===== src/hw/rtl/rhsv_pkg.sv =====
// Shared types and constants for the RGB to HSV pixel converter.
`default_nettype none

package rhsv_pkg;

   localparam int ChanW    = 8;
   localparam int XW       = 11;
   localparam int HueRemW  = 19;
   localparam int HueDenW  = 18;
   localparam int SatRemW  = 16;
   localparam int SatDenW  = 15;
   localparam int QuotW    = 8;

   typedef enum logic [1:0] {
      SECT_RED_HI = 2'd0,
      SECT_GREEN  = 2'd1,
      SECT_BLUE   = 2'd2,
      SECT_RED_LO = 2'd3
   } sector_type;

   typedef struct packed {
      logic [ChanW-1:0] red;
      logic [ChanW-1:0] green;
      logic [ChanW-1:0] blue;
   } pixel_type;

   typedef struct packed {
      logic [ChanW-1:0] brightness;
      logic [ChanW-1:0] delta;
      logic [XW-1:0]    hue_x;
      logic             grey;
   } front_type;

   typedef struct packed {
      logic [HueRemW-1:0] hue_rem;
      logic [HueDenW-1:0] hue_den;
      logic [QuotW-1:0]   hue_q;
      logic [SatRemW-1:0] sat_rem;
      logic [SatDenW-1:0] sat_den;
      logic [QuotW-1:0]   sat_q;
      logic [ChanW-1:0]   brightness;
      logic               grey;
   } div_type;

endpackage

`default_nettype wire


===== src/hw/rtl/rhsv_req_if.sv =====
// Request channel interface carrying one RGB pixel.
`default_nettype none

interface rhsv_req_if
   import rhsv_pkg::*;
   ();
   logic             valid;
   logic             ready;
   logic [ChanW-1:0] red;
   logic [ChanW-1:0] green;
   logic [ChanW-1:0] blue;

   modport source (output valid, output red, output green, output blue, input ready);
   modport sink (input valid, input red, input green, input blue, output ready);
endinterface

`default_nettype wire


===== src/hw/rtl/rhsv_rsp_if.sv =====
// Response channel interface carrying one HSV pixel.
`default_nettype none

interface rhsv_rsp_if
   import rhsv_pkg::*;
   ();
   logic             valid;
   logic             ready;
   logic [ChanW-1:0] hue;
   logic [ChanW-1:0] saturation;
   logic [ChanW-1:0] brightness;

   modport source (output valid, output hue, output saturation, output brightness,
                   input ready);
   modport sink (input valid, input hue, input saturation, input brightness,
                 output ready);
endinterface

`default_nettype wire


===== src/hw/rtl/rhsv_front.sv =====
// First stage: maximum, minimum, delta and the hue sector numerator.
`default_nettype none

module rhsv_front
   import rhsv_pkg::*;
   (
   input  wire logic      clock,
   input  wire logic      reset,
   input  wire logic      in_valid,
   output logic           in_ready,
   input  wire pixel_type in_data,
   output logic           out_valid,
   input  wire logic      out_ready,
   output front_type      out_data
   );

   logic              valid_ff;
   front_type         data_ff;
   front_type         data_in;
   logic [ChanW-1:0]  mx;
   logic [ChanW-1:0]  mn;
   logic [ChanW-1:0]  delta;
   sector_type        sector;
   logic signed [8:0] diff;
   logic [XW-1:0]     base;
   logic signed [12:0] x_s;

   always_comb begin
      mx = in_data.red;
      if (in_data.green > mx) begin
         mx = in_data.green;
      end
      if (in_data.blue > mx) begin
         mx = in_data.blue;
      end
      mn = in_data.red;
      if (in_data.green < mn) begin
         mn = in_data.green;
      end
      if (in_data.blue < mn) begin
         mn = in_data.blue;
      end
      delta = mx - mn;

      priority if (in_data.blue == mx) begin
         sector = SECT_BLUE;
      end else if (in_data.green == mx) begin
         sector = SECT_GREEN;
      end else if (in_data.green >= in_data.blue) begin
         sector = SECT_RED_HI;
      end else begin
         sector = SECT_RED_LO;
      end

      unique case (sector)
         SECT_BLUE: begin
            diff = $signed({1'b0, in_data.red}) - $signed({1'b0, in_data.green});
            base = {1'b0, delta, 2'b00};
         end
         SECT_GREEN: begin
            diff = $signed({1'b0, in_data.blue}) - $signed({1'b0, in_data.red});
            base = {2'b00, delta, 1'b0};
         end
         SECT_RED_HI: begin
            diff = $signed({1'b0, in_data.green}) - $signed({1'b0, in_data.blue});
            base = '0;
         end
         default: begin
            diff = $signed({1'b0, in_data.green}) - $signed({1'b0, in_data.blue});
            base = {1'b0, delta, 2'b00} + {2'b00, delta, 1'b0};
         end
      endcase

      x_s = $signed({2'b00, base}) + $signed({{4{diff[8]}}, diff});

      data_in.brightness = mx;
      data_in.delta      = delta;
      data_in.hue_x      = x_s[XW-1:0];
      data_in.grey       = (delta == '0);
   end

   assign in_ready  = !valid_ff || out_ready;
   assign out_valid = valid_ff;
   assign out_data  = data_ff;

   always_ff @(posedge clock) begin
      if (reset) begin
         valid_ff <= 1'b0;
      end else if (in_ready) begin
         valid_ff <= in_valid;
      end
   end

   always_ff @(posedge clock) begin
      if (in_ready && in_valid) begin
         data_ff <= data_in;
      end
   end

endmodule

`default_nettype wire


===== src/hw/rtl/rhsv_prep.sv =====
// Second stage: scaled dividends and aligned divisors for both divisions.
`default_nettype none

module rhsv_prep
   import rhsv_pkg::*;
   (
   input  wire logic      clock,
   input  wire logic      reset,
   input  wire logic      in_valid,
   output logic           in_ready,
   input  wire front_type in_data,
   output logic           out_valid,
   input  wire logic      out_ready,
   output div_type        out_data
   );

   logic    valid_ff;
   div_type data_ff;
   div_type data_in;
   logic [XW-1:0] hue_den;

   always_comb begin
      hue_den = {1'b0, in_data.delta, 2'b00} + {2'b00, in_data.delta, 1'b0};
      data_in.hue_rem    = {in_data.hue_x, 8'b0} - {8'b0, in_data.hue_x};
      data_in.hue_den    = {hue_den, 7'b0};
      data_in.hue_q      = '0;
      data_in.sat_rem    = {in_data.delta, 8'b0} - {8'b0, in_data.delta};
      data_in.sat_den    = {in_data.brightness, 7'b0};
      data_in.sat_q      = '0;
      data_in.brightness = in_data.brightness;
      data_in.grey       = in_data.grey;
   end

   assign in_ready  = !valid_ff || out_ready;
   assign out_valid = valid_ff;
   assign out_data  = data_ff;

   always_ff @(posedge clock) begin
      if (reset) begin
         valid_ff <= 1'b0;
      end else if (in_ready) begin
         valid_ff <= in_valid;
      end
   end

   always_ff @(posedge clock) begin
      if (in_ready && in_valid) begin
         data_ff <= data_in;
      end
   end

endmodule

`default_nettype wire


===== src/hw/rtl/rhsv_div_step.sv =====
// One restoring division stage producing one quotient bit for hue and saturation.
`default_nettype none

module rhsv_div_step
   import rhsv_pkg::*;
   (
   input  wire logic    clock,
   input  wire logic    reset,
   input  wire logic    in_valid,
   output logic         in_ready,
   input  wire div_type in_data,
   output logic         out_valid,
   input  wire logic    out_ready,
   output div_type      out_data
   );

   logic    valid_ff;
   div_type data_ff;
   div_type data_in;
   logic    hue_ge;
   logic    sat_ge;

   always_comb begin
      data_in = in_data;
      hue_ge  = in_data.hue_rem >= {1'b0, in_data.hue_den};
      sat_ge  = in_data.sat_rem >= {1'b0, in_data.sat_den};
      if (hue_ge) begin
         data_in.hue_rem = in_data.hue_rem - {1'b0, in_data.hue_den};
      end
      if (sat_ge) begin
         data_in.sat_rem = in_data.sat_rem - {1'b0, in_data.sat_den};
      end
      data_in.hue_q   = {in_data.hue_q[QuotW-2:0], hue_ge};
      data_in.sat_q   = {in_data.sat_q[QuotW-2:0], sat_ge};
      data_in.hue_den = in_data.hue_den >> 1;
      data_in.sat_den = in_data.sat_den >> 1;
   end

   assign in_ready  = !valid_ff || out_ready;
   assign out_valid = valid_ff;
   assign out_data  = data_ff;

   always_ff @(posedge clock) begin
      if (reset) begin
         valid_ff <= 1'b0;
      end else if (in_ready) begin
         valid_ff <= in_valid;
      end
   end

   always_ff @(posedge clock) begin
      if (in_ready && in_valid) begin
         data_ff <= data_in;
      end
   end

endmodule

`default_nettype wire


===== src/hw/rtl/rgb_to_hsv_pixel_unit.sv =====
// Top level of the pipelined RGB to HSV pixel converter.
//
// Channel | Direction | Payload
// req_bus | in        | red, green, blue (8 bits each)
// rsp_bus | out       | hue, saturation, brightness (8 bits each)
//
// One pixel is taken per clock while no stall backs up to the input. The pipeline
// is made of the front stage, the dividend stage and eight one-bit divider stages
// that serve hue and saturation side by side. Reset clears every stage valid bit.
// Each stage holds its contents while the next one is full and stalled, so a
// stall backs up stage by stage.
`default_nettype none

module rgb_to_hsv_pixel_unit
   import rhsv_pkg::*;
   (
   input  wire logic   clock,
   input  wire logic   reset,
   rhsv_req_if.sink    req_bus,
   rhsv_rsp_if.source  rsp_bus
   );

   localparam int NumSteps = QuotW;

   pixel_type  pix;
   logic       front_valid;
   logic       front_ready;
   front_type  front_data;
   logic       step_valid [NumSteps+1];
   logic       step_ready [NumSteps+1];
   div_type    step_data  [NumSteps+1];
   logic       rsp_ready;

   assign pix.red   = req_bus.red;
   assign pix.green = req_bus.green;
   assign pix.blue  = req_bus.blue;

   rhsv_front u_front (
      .clock     (clock),
      .reset     (reset),
      .in_valid  (req_bus.valid),
      .in_ready  (req_bus.ready),
      .in_data   (pix),
      .out_valid (front_valid),
      .out_ready (front_ready),
      .out_data  (front_data)
   );

   rhsv_prep u_prep (
      .clock     (clock),
      .reset     (reset),
      .in_valid  (front_valid),
      .in_ready  (front_ready),
      .in_data   (front_data),
      .out_valid (step_valid[0]),
      .out_ready (step_ready[0]),
      .out_data  (step_data[0])
   );

   for (genvar i = 0; i < NumSteps; i++) begin : g_step
      rhsv_div_step u_step (
         .clock     (clock),
         .reset     (reset),
         .in_valid  (step_valid[i]),
         .in_ready  (step_ready[i]),
         .in_data   (step_data[i]),
         .out_valid (step_valid[i+1]),
         .out_ready (step_ready[i+1]),
         .out_data  (step_data[i+1])
      );
   end

   assign rsp_ready             = rsp_bus.ready;
   assign step_ready[NumSteps]  = rsp_ready;
   assign rsp_bus.valid         = step_valid[NumSteps];
   assign rsp_bus.hue           = step_data[NumSteps].grey ? '0 : step_data[NumSteps].hue_q;
   assign rsp_bus.saturation    = step_data[NumSteps].grey ? '0 : step_data[NumSteps].sat_q;
   assign rsp_bus.brightness    = step_data[NumSteps].brightness;

endmodule

`default_nettype wire


===== src/flat_wrapper.sv =====
// flat-port wrapper written by rule: the top's interface ports become plain ports
module rgb_to_hsv_pixel_unit_flat import rhsv_pkg::*;
  (clock, reset, req_bus_valid, req_bus_red, req_bus_green, req_bus_blue, req_bus_ready, rsp_bus_valid, rsp_bus_hue, rsp_bus_saturation, rsp_bus_brightness, rsp_bus_ready);
  rhsv_req_if req_bus_i ();
  rhsv_rsp_if rsp_bus_i ();
  input  wire logic clock;
  input  wire logic reset;
  input wire logic [$bits(req_bus_i.valid)-1:0] req_bus_valid;
  input wire logic [$bits(req_bus_i.red)-1:0] req_bus_red;
  input wire logic [$bits(req_bus_i.green)-1:0] req_bus_green;
  input wire logic [$bits(req_bus_i.blue)-1:0] req_bus_blue;
  output wire logic [$bits(req_bus_i.ready)-1:0] req_bus_ready;
  output wire logic [$bits(rsp_bus_i.valid)-1:0] rsp_bus_valid;
  output wire logic [$bits(rsp_bus_i.hue)-1:0] rsp_bus_hue;
  output wire logic [$bits(rsp_bus_i.saturation)-1:0] rsp_bus_saturation;
  output wire logic [$bits(rsp_bus_i.brightness)-1:0] rsp_bus_brightness;
  input wire logic [$bits(rsp_bus_i.ready)-1:0] rsp_bus_ready;
  assign req_bus_i.valid = req_bus_valid;
  assign req_bus_i.red = req_bus_red;
  assign req_bus_i.green = req_bus_green;
  assign req_bus_i.blue = req_bus_blue;
  assign req_bus_ready = req_bus_i.ready;
  assign rsp_bus_valid = rsp_bus_i.valid;
  assign rsp_bus_hue = rsp_bus_i.hue;
  assign rsp_bus_saturation = rsp_bus_i.saturation;
  assign rsp_bus_brightness = rsp_bus_i.brightness;
  assign rsp_bus_i.ready = rsp_bus_ready;
  rgb_to_hsv_pixel_unit u_core (.clock(clock), .reset(reset), .req_bus(req_bus_i), .rsp_bus(rsp_bus_i));
endmodule

===== config.mk =====
export PLATFORM = sky130hd
export DESIGN_NAME = rgb_to_hsv_pixel_unit_flat
export DESIGN_NICKNAME = d
export VERILOG_FILES = /design/src/hw/rtl/rhsv_pkg.sv /design/src/hw/rtl/rhsv_req_if.sv /design/src/hw/rtl/rhsv_rsp_if.sv /design/src/hw/rtl/rhsv_front.sv /design/src/hw/rtl/rhsv_prep.sv /design/src/hw/rtl/rhsv_div_step.sv /design/src/hw/rtl/rgb_to_hsv_pixel_unit.sv /design/src/flat_wrapper.sv
export SDC_FILE = /design/constraint.sdc
export NUM_CORES = 1
export LEC_CHECK = 0
export BUFFER_PORTS_ARGS = -buffer_cell sky130_fd_sc_hd__buf_2
export CORE_ASPECT_RATIO = 0.8
export CORE_MARGIN = 4
export CORE_UTILIZATION = 24
export CTS_CLUSTER_DIAMETER = 100
export CTS_CLUSTER_SIZE = 10
export DETAILED_ROUTE_END_ITERATION = 6
export PLACE_DENSITY = 0.44
export SLEW_MARGIN = 20
export SYNTH_ARGS = -nofsm -noshare
export SYNTH_HDL_FRONTEND = slang
export SYNTH_SLANG_ARGS = --single-unit

===== constraint.sdc =====
create_clock -name clock -period 9.2 [get_ports clock]
set_input_delay 1.84 -clock clock [delete_from_list [all_inputs] [get_ports clock]]
set_output_delay 1.84 -clock clock [all_outputs]
set_load 0.02 [all_outputs]

==> results.tsv <==
metric	value	unit
start_util	0.2419	
number_of_placement_rows	114	
groute.usage.overall	0.09249	
die_y	320.3	um
post_drt_via_cell_ratio	4.186	
grt_pass1_wl	96590	um
worstMarginPinSlew	0.8650	ns
hold-path-cell-count	0	
vias	18040	
critical-path-max-stage-delay	0.44	ns
area.sequential	16000	sq um
post-dp-hpwl	46240	um
share_of_total_power_in_combinational_logic	0.318	
final_layout_size_suffix_gt1_frac	0.09348	
timing.critical_path.slowest_stage_cell	sky130_fd_sc_hd__or3b_1	
floorplan.die_area	127600	sq um
hold_violations	0	
core_area	121000	sq um
hp-start	u_core.g_step[1].u_step.out_data[0]	
hold_path_end	u_core.g_step[2].u_step.out_data[0]	
async_flop_share	0	
drc	0	
crit_path_end_kind	flip-flop	
ctsResizeCount	0	
syn-num-nets	2809	
clock_tree_from_tritoncts	done	
ys_types	76	
met2_length	26560	um
quantity_of_hold_fixing_buffers_added_after_cts	0	
grt_start_max_net_pins	67	
maximum_clock_insertion_buffer_count	3	
synth-seq-cells	536	
global_route.overflow_total	0	
power.share.clock	0.271	
wl_met3	2032	um
worst-endpoint-required	9.57	ns
cellPowerDensity	225.3	nW/um^2
area_used_by_multi_input_combinational_logic	12090	sq um
diodes	0	
worst_setup_hold_path_clk_slew	0.06	ns
postSynth.topFlopCell	sky130_fd_sc_hd__edfxtp_1	
fmax	0.1165	GHz
timing.critical_path.arrival	8.95	ns
dr.first_iter.drc_count	860	
boundaryPins	54	
max_slew_margin	0.4233	
netSwitchingPower	2.332	mW
place.port_buffers	53	
reg2reg_slack	5.00	ns
cts_root_buf	sky130_fd_sc_hd__clkbuf_16	
fillCellCount	12570	
finalNetCount	2954	
drt_first_pass_iters	5	
ys.warnings.count	0	
maxCapViolCount	0	
routed_wirelength	59610	um
most-common-layout-cells	sky130_fd_sc_hd__edfxtp_1, sky130_fd_sc_hd__inv_1, sky130_fd_sc_hd__ha_1	
critical_path.max_fanout	12	
post-cts-setup-buffer-count	0	
static-leakage-power	13.02	nW
run_status	finished clean	
synth_top_cells_by_area	sky130_fd_sc_hd__edfxtp_1, sky130_fd_sc_hd__ha_1, sky130_fd_sc_hd__xnor2_1	
die_width	398.4	um
period_needed	8.587	ns
htree_num_levels	2	
holdWs	0.3591	ns
number_of_enable_flip_flop_cells_after_synthesis	526	
m1WireLength	29760	um
cts_made_buffers	59	
finalCritPeriodShare	0.9334	
crit-reg2reg-capture	u_core.g_step[5].u_step.out_data[90]	
syn_area_per_cell	11.57	sq um
finalSetupViolations	0	
commonest_non_fill_non_tap_cell_in_the_layout	sky130_fd_sc_hd__edfxtp_1	
clkSinkCount	536	
synth-seq-area-share	0.5467	
rsz0062_at_grt	no	
final_core_utilization	0.2789	
power.share.switching	0.3069	
antenna_left	0	
via_count_of_the_first_global_routing_pass	17970	
power.share.sequential	0.411	
place_congestion	0.8273	
synth_area_leader_cell	sky130_fd_sc_hd__edfxtp_1	
postSynthCellCount	2528	
critical_path_class	input port to flip-flop	
route.detailed.wl_per_inst	13.83	um
hold_class	flip-flop to flip-flop	
antenna_violations_before_repair	0	
syn_area	29260	sq um
largest_clock_skew_in_the_final_design	0.05804	ns
most_common_cell_on_crit_path	sky130_fd_sc_hd__ha_1	
fraction_of_synthesized_cell_area_taken_by_the_top_area_cell_type	0.5399	
highest_layer	met4	
fin_ws	0.6131	ns
flow.area_growth_from_synthesis	15.29	%
regToRegStartpoint	u_core.g_step[4].u_step.out_data[32]	
worst_r2r_path_depth	15	
clkLatencyLatePin	0.64	ns
cell_internal_pwr	5.268	mW
power.ir.vdd_worst	0.0001618	V
final-max-slew-violation-count	0	
worst_setup_path_start_kind	input port	
placement.setup.worst_slack	-0.02569	ns
registers in the layout, summed over array words and instances (netlist names):
register and count:
u_core.g_step.u_step.out_data 446, u_core.u_prep.out_data 52, u_core.u_front.out_data 28, u_core.g_step.u_step.out_valid 8, u_core.u_front.out_valid 1, u_core.u_prep.out_valid 1
final cells by class:
cell class,instances,area share
Clock buffer,70,0.04563
Clock inverter,3,0.002040
Inverter,293,0.03261
Multi-Input combinational cell,1647,0.3586
Sequential cell,536,0.4742
Tap cell,1624,0.06024
Timing Repair Buffer,136,0.02671
worst max path at each step:
stage                      from                     endpoint
6_report       req_bus_green[6]  u_core.u_front.out_data[11]
4_1_cts        req_bus_green[5]  u_core.u_front.out_data[11]
3_3_place_gp   req_bus_green[5]  u_core.u_front.out_data[11]
5_1_grt        req_bus_green[6]  u_core.u_front.out_data[11]
2_1_floorplan  req_bus_green[7]  u_core.u_front.out_data[11]
3_5_place_dp   req_bus_green[5]  u_core.u_front.out_data[11]
routing by layer:
| metal | GRT usage | up-vias |
|---|---|---|
| li1 | - | 9352 |
| met3 | 0.01320 | 84 |
| met1 | 0.1308 | 8371 |
| met5 | 0 | - |
| met2 | 0.1481 | 231 |
| met4 | 0.02503 | 0 |
cell usage after synthesis, types with 4 or more instances:
cell type and count:
sky130_fd_sc_hd__a31oi_1 7, sky130_fd_sc_hd__dfxtp_1 10, sky130_fd_sc_hd__o21a_1 7, sky130_fd_sc_hd__inv_1 292
sky130_fd_sc_hd__nand2b_1 49, sky130_fd_sc_hd__or2_2 5, sky130_fd_sc_hd__nor3_1 42, sky130_fd_sc_hd__clkbuf_1 40
sky130_fd_sc_hd__a211oi_1 9, sky130_fd_sc_hd__o2111ai_1 4, sky130_fd_sc_hd__nand4_1 31, sky130_fd_sc_hd__ha_1 232
sky130_fd_sc_hd__xnor2_1 140, sky130_fd_sc_hd__or4b_2 5, sky130_fd_sc_hd__a21boi_0 19, sky130_fd_sc_hd__a21oi_1 197
sky130_fd_sc_hd__and2_1 17, sky130_fd_sc_hd__or3_1 9, sky130_fd_sc_hd__nor4b_1 5, sky130_fd_sc_hd__fa_1 21
sky130_fd_sc_hd__a221oi_1 17, sky130_fd_sc_hd__or4_1 6, sky130_fd_sc_hd__o21ai_0 115, sky130_fd_sc_hd__nor4_1 27
sky130_fd_sc_hd__o21bai_1 17, sky130_fd_sc_hd__edfxtp_1 526, sky130_fd_sc_hd__nor2b_1 63, sky130_fd_sc_hd__xor2_1 66
sky130_fd_sc_hd__o211ai_1 5, sky130_fd_sc_hd__mux2i_1 11, sky130_fd_sc_hd__nand2_1 124, sky130_fd_sc_hd__a31o_2 5
sky130_fd_sc_hd__buf_4 8, sky130_fd_sc_hd__and3_1 6, sky130_fd_sc_hd__nand3b_1 11, sky130_fd_sc_hd__mux2_2 7
sky130_fd_sc_hd__nor2_1 176, sky130_fd_sc_hd__o31ai_1 19, sky130_fd_sc_hd__a21o_1 94, sky130_fd_sc_hd__nand3_1 27
logic make-up (layout without fill, tap and decap cells):
family / Yosys count / after routing / synth area share
AO/OA/AOI/OAI: 550 / 550 / 0.1190
flip-flops: 536 / 536 / 0.5467
adder cells (fa/ha/maj): 253 / 253 / 0.1136
XOR/XNOR: 206 / 206 / 0.06167
multiplexers: 18 / 18 / 0.006458
buffers and inverters: 345 / 502 / 0.04537
AND/OR/NAND/NOR: 620 / 620 / 0.1072
power groups by stage:
| stage | Clock, mW | Sequential (mW) | Combinational (mW) |
|---|---|---|---|
| final | 2.06 | 3.12 | 2.42 |
| after global routing | 2.26 | 3.14 | 2.73 |
| after CTS | 2.16 | 3.13 | 2.45 |
| after detailed placement | 0 | 3.18 | 2.44 |
| after global placement | 0 | 3.18 | 2.45 |
| after floorplan | 0 | 3.11 | 1.77 |
metrics by stage:
stage,TNS [ns],total power [mW],cells,instance area (sq um)
floorplan,0,4.877,2528,29310
global placement,-0.009441,5.628,4236,32110
detailed placement,-0.02569,5.616,4236,32110
CTS,0,7.743,4309,33710
global route,0,8.134,4309,33730
finish,0,7.600,4309,33730
critical path: cells and delay by family:
kind                       cells  cell delay, ns
AOI/OAI and AO/OA             15            2.96
and+or+nand+nor                9            1.86
adders and majority gates      5            1.52
buffers and inverters          5            0.55
xor gates and xnor gates       2            0.23
(Power assumes the default switching activity.)
